[config.mk]
export PLATFORM = sky130hd
export DESIGN_NAME = sfc_queue
export DESIGN_NICKNAME = d
export VERILOG_FILES = /design/src/hdl/sfc_pkg.sv /design/src/hdl/sfc_queue.sv
export SDC_FILE = /design/constraint.sdc
export NUM_CORES = 1
export LEC_CHECK = 0
export BUFFER_PORTS_ARGS = -buffer_cell sky130_fd_sc_hd__buf_2
export CORE_UTILIZATION = 50
export CTS_CLUSTER_SIZE = 25
export DETAILED_ROUTE_END_ITERATION = 12
export HOLD_SLACK_MARGIN = 0.05
export MAX_ROUTING_LAYER = met4
export PLACE_DENSITY = 0.71
export SLEW_MARGIN = 20
export SYNTH_ARGS = -nofsm -noshare
export SYNTH_HDL_FRONTEND = slang
export SYNTH_SLANG_ARGS = --single-unit
[constraint.sdc]
create_clock -name clk -period 17.25 [get_ports clk]
set_input_delay 2.5875 -clock clk [delete_from_list [all_inputs] [get_ports clk]]
set_output_delay 2.5875 -clock clk [all_outputs]
set_load 0.005 [all_outputs]
[src/hdl/sfc_pkg.sv]
// Shared types, constants and the arctangent table of the sphere culling block.
`default_nettype none
package sfc_pkg;

  localparam int CoordW   = 32;
  localparam int AxisW    = 48;
  localparam int CompW    = 16;
  localparam int FovW     = 14;
  localparam int RadW     = 31;
  localparam int DiffW    = CoordW + 1;
  localparam int ProdW    = DiffW + CompW;
  localparam int DotW     = ProdW + 2;
  localparam int ClassW   = DotW + 1;
  localparam int CfgIdxW  = 3;
  localparam int CfgDataW = AxisW;

  localparam int CordW    = DotW + 2;
  localparam int AngW     = 16;
  localparam int AngOutW  = AngW - 1;
  localparam int QuoW     = 16;
  localparam int DivSteps = QuoW + 1;
  localparam int DvsW     = DotW;
  localparam int RemW     = DvsW + DivSteps;
  localparam int MarginShift = 27;

  localparam int QueueDepth = 4;

  localparam int AnglePi     = 25736;
  localparam int AngleHalfPi = 12868;
  localparam int MarginMax   = 32767;
  localparam int FarInt      = 150;
  localparam int FarShift    = 30;
  localparam int RadShift    = 14;

  localparam logic [FovW-1:0] VfovReset = 14'd4289;
  localparam logic [FovW-1:0] HfovReset = 14'd7094;

  typedef enum logic [CfgIdxW-1:0] {
    REG_CAMERA_X,
    REG_CAMERA_Y,
    REG_CAMERA_Z,
    REG_FORWARD_AXIS,
    REG_RIGHT_AXIS,
    REG_UP_AXIS,
    REG_HALF_VFOV,
    REG_HALF_HFOV
  } cfg_reg_t;

  typedef struct packed {
    logic                   reject;
    logic signed [DotW-1:0] fwd;
    logic signed [DotW-1:0] rgt;
    logic signed [DotW-1:0] up;
    logic [RadW-1:0]        radius;
  } cull_item_t;

  function automatic logic signed [AngW-1:0] atan_entry(input int unsigned i);
    logic signed [AngW-1:0] v;
    unique case (i)
      0:       v = 16'sd6434;
      1:       v = 16'sd3798;
      2:       v = 16'sd2007;
      3:       v = 16'sd1019;
      4:       v = 16'sd511;
      5:       v = 16'sd256;
      6:       v = 16'sd128;
      7:       v = 16'sd64;
      8:       v = 16'sd32;
      9:       v = 16'sd16;
      10:      v = 16'sd8;
      11:      v = 16'sd4;
      12:      v = 16'sd2;
      13:      v = 16'sd1;
      default: v = 16'sd0;
    endcase
    return v;
  endfunction

endpackage
`default_nettype wire

[src/hdl/sfc_queue.sv]
// Small queue that decouples the front end from the angle and margin back end.
`default_nettype none
module sfc_queue #(
  parameter int Depth = 4
) (
  input  logic                clk,
  input  logic                rst,
  input  logic                push,
  input  sfc_pkg::cull_item_t push_item,
  output logic                full,
  input  logic                pop,
  output logic                head_valid,
  output sfc_pkg::cull_item_t head_item
);
  import sfc_pkg::*;

  localparam int PtrW = (Depth > 1) ? $clog2(Depth) : 1;
  localparam int CntW = $clog2(Depth + 1);

  cull_item_t      mem [Depth];
  logic [PtrW-1:0] wr_ptr;
  logic [PtrW-1:0] rd_ptr;
  logic [CntW-1:0] count;

  function automatic logic [PtrW-1:0] bump(input logic [PtrW-1:0] p);
    return (p == PtrW'(Depth - 1)) ? '0 : p + 1'b1;
  endfunction

  assign full       = (count == CntW'(Depth));
  assign head_valid = (count != '0);
  assign head_item  = mem[rd_ptr];

  always_ff @(posedge clk) begin
    if (rst) begin
      wr_ptr <= '0;
      rd_ptr <= '0;
      count  <= '0;
    end else begin
      if (push) begin
        wr_ptr <= bump(wr_ptr);
      end
      if (pop) begin
        rd_ptr <= bump(rd_ptr);
      end
      if (push && !pop) begin
        count <= count + 1'b1;
      end else if (pop && !push) begin
        count <= count - 1'b1;
      end
    end
  end

  always_ff @(posedge clk) begin
    if (push) begin
      mem[wr_ptr] <= push_item;
    end
  end

  a_no_overflow: assert property (@(posedge clk) disable iff (rst)
    !(push && full))
    else $error("request pushed into a full queue");

  a_no_underflow: assert property (@(posedge clk) disable iff (rst)
    !(pop && !head_valid))
    else $error("request popped from an empty queue");

  a_count_bound: assert property (@(posedge clk) disable iff (rst)
    count <= CntW'(Depth))
    else $error("queue count beyond its depth");

endmodule
`default_nettype wire

==> metrics.md <==
| Metric | Value |
|---|---|
| Io pins | `376` |
| Vias per inst | `5.496` |
| Largest area contributor in the netlist | `edfxtp_1` |
| Post-CTS Resized | `0` |
| Met2 wire length | `25550 µm` |
| Maxcap violations | `0` |
| Syn Nets | `1207` |
| Worst Hold Depth | `2` |
| Post-synth top flop | `edfxtp_1` |
| Critical R2R Capture | `mem[1][4]` |
| Kind of critical path | `flop to primary output` |
| Final net count | `1631` |
| Share of layout cells above drive strength 1 | `45.70%` |
| Top-area cell type share of the netlist area | `81.85%` |
| Die ar. | `55230 µm²` |
| Critical path peak fanout | `69` |
| Pin count of the biggest net entering global routing | `103` |
| CP Launch Type | `flop` |
| FF+latch count, synth | `749` |
| Initial Utilization | `50.55%` |
| Initial antenna violation count | `14` |
| Crit path cell chain | `buf_4, mux4_2, buf_2` |
| Final setup TNS | `0 ns` |
| WHS Endpoint | `count[2]` |
| CTS tree | `done` |
| FF-to-FF setup slack | `13.99 ns` |
| CP top delay family | `buffers and inverters` |
| Clock Latency Late Sink | `0.59 ns` |
| Fin. Hold Viols | `0` |
| Die boundary width | `235.0 µm` |
| Static Leak | `0.01074 µW` |
| Max frequency | `172.3 MHz` |
| # rows | `85` |
| Top cells by area, synth | `edfxtp_1 82%, mux4_2 15%, buf_6 0.75%` |
| Chip height | `235.0 µm` |
| Hold crit path type | `flop to flop` |
| Worst r2r path cells | `4` |
| Pwr/cell area | `124.0 nW/µm²` |
| Synth async-reset ratio | `0%` |
| Clk sinks | `749` |
| EDFF count, synth | `740` |
| Detail Route met3 WL | `3522 µm` |
| Synth warn | `0` |
| Tightest Pin Transition | `1.064 ns` |
| Status | `complete, no violations` |
| Highest routed layer | `met4` |
| Most common cell in the synthesized netlist | `edfxtp_1` |
| Clock tree buffer depth | `3` |
| Port bufs | `375` |
| Vias in the first global route | `12660` |
| Pre-antenna DRT Iters | `4` |
| Root buf cell | `clkbuf_16` |
| RSZ-0062 raised after global routing | `no` |
| Via count | `12100` |
| Netlist cell types | `17` |
| First-pass GRT wire length | `77850 µm` |
| Largest stage delay on the critical path | `0.98 ns` |
| WP data arrival | `3.22 ns` |
| Total track usage | `19.49%` |
| Cell count after synthesis | `1011` |
| Crit. End Element | `primary output` |
| HPWL after DPL | `30180 µm` |
| Synthesized area per cell | `26.85 µm²` |
| Post-CTS setup buffer count | `0` |
| Hold bufs inserted after CTS | `0` |
| Max VDD drop | `0.08339 mV` |
| Max Clock Skew | `0.01073 ns` |
| Slew headroom | `29.09%` |
| Global route overflow | `0` |
| Iter 0 DRT Violations | `745` |
| Buf+Inv Stages, Crit Path | `2` |
| Setup Viol. Count Final | `0` |
| FF-to-FF Start | `wr_ptr[0]` |
| Antenna viol nets, final | `0` |
| H-tree Lvls | `3` |
| Critical-path cell with the highest stage delay | `dfxtp_4` |
| Post-Syn Area | `27150 µm²` |
| Routed WL per cell | `23.29 µm` |
| Final Critical Period | `5.804 ns` |
| Tcrit/Tclk final | `33.65%` |
| M1 wire length | `21140 µm` |
| Total power | `3985 µW` |
| Routability-driven placement congestion ratio | `0.7723` |
| Hold wc startpoint | `count[2]` |
| Clock Pin Slew Worst Setup and Hold Paths | `0.06 ns` |
| P&R area growth vs syn | `18.38%` |
| Routed WL | `51280 µm` |
| Drt drc | `0` |
| Sequential area share after synthesis | `82.52%` |
| TritonCTS Buffers | `76` |
| Critical Path RT | `14.66 ns` |
| Max-slew violations | `0` |
| Core area | `53710 µm²` |
| Synth top cells by count | `740 x edfxtp_1, 185 x mux4_2, 20 x buf_2` |
-- area by class of cell --
cell class	count	area, µm²
clock buffer	96	2041
antenna	16	40.04
clock inverter	37	351.6
fill	3767	21570
timing repair buffer	388	1987
tap	696	870.8
inverter	4	15.01
multi-input combinational	216	4423
sequential	749	22410
-- worst register-to-register path: cells and delay by family (launching register included) --
kind	cells	cell delay (ns)
AND/OR/NAND/NOR	1	0.58
buffers and inverters	2	1.65
flip-flops	1	0.41
adder cells (fa/ha/maj)	1	0.18
-- sequential cells by signal, indices dropped and copies added, names as in the netlist, named ones only --
register	count
wr_ptr	2
rd_ptr	2
count	3
mem	740
-- cell usage in the layout, fill, tap and decap left out, drive strengths merged --
| cell type | count |
|---|---|
| nor3b | 2 |
| o21ai | 1 |
| edfxtp | 740 |
| dfxtp | 9 |
| bufinv | 7 |
| clkbuf | 96 |
| or3 | 2 |
| diode | 16 |
| mux2i | 4 |
| nor2 | 7 |
| ha | 6 |
| clkinv | 27 |
| mux4 | 185 |
| a21oi | 2 |
| clkinvlp | 2 |
| fa | 1 |
| inv | 5 |
| buf | 388 |
| xor2 | 2 |
| and2 | 4 |
-- worst max path at each step --
| stage | endpoint | depth (start not counted) | slack (ns) | start |
|---|---|---|---|---|
| CTS | head_item[174] | 3 | 11.33 | flop |
| global placement | mem[1][1] | 4 | 11.68 | push |
| detailed placement | mem[1][175] | 4 | 11.66 | push |
| global route | head_item[5] | 3 | 11.18 | flop |
| floorplan | mem[0][0] | 1 | 9.89 | push |
| finish | head_item[172] | 3 | 11.45 | flop |
-- kinds of logic (layout without fill, tap and decap cells) --
kind of cell	after synthesis	count (layout)	share of synthesized area, %
muxes	189	189	15.50
AOI/OAI and AO/OA	3	3	0.05529
other	0	16	0
buffers and inverters	46	525	1.226
and+or+nand+nor	15	15	0.2903
xor gates and xnor gates	2	2	0.06454
DFF	749	749	82.52
adders and majority gates	7	7	0.3503
-- stage by stage --
stage	worst slack [ns]	hold WS [ns]	util [%]	instance area [µm²]	instances
after floorplan	9.892	0.4553	-	27150	1011
after global placement	11.68	0.4722	55.31	29700	2053
after detailed placement	11.66	0.4932	55.31	29700	2053
after CTS	11.33	0.5045	59.76	32100	2186
after global routing	11.18	0.5432	59.83	32130	2200
final	11.45	0.5046	59.84	32140	2202
-- per-layer routing --
layer	vias up	track usage (%)
met2	341	29.90
met3	79	5.005
met5	-	-
met4	0	6.479
li1	5281	-
met1	6402	25.71
-- power by group --
group / switching, µW / internal [µW] / leakage, µW
logic: 153 / 142 / 0.00270
registers: 25.6 / 2090 / 0.00687
clock network: 637 / 939 / 0.00117
total: 816 / 3170 / 0.0107
(Power assumes the default switching activity.)
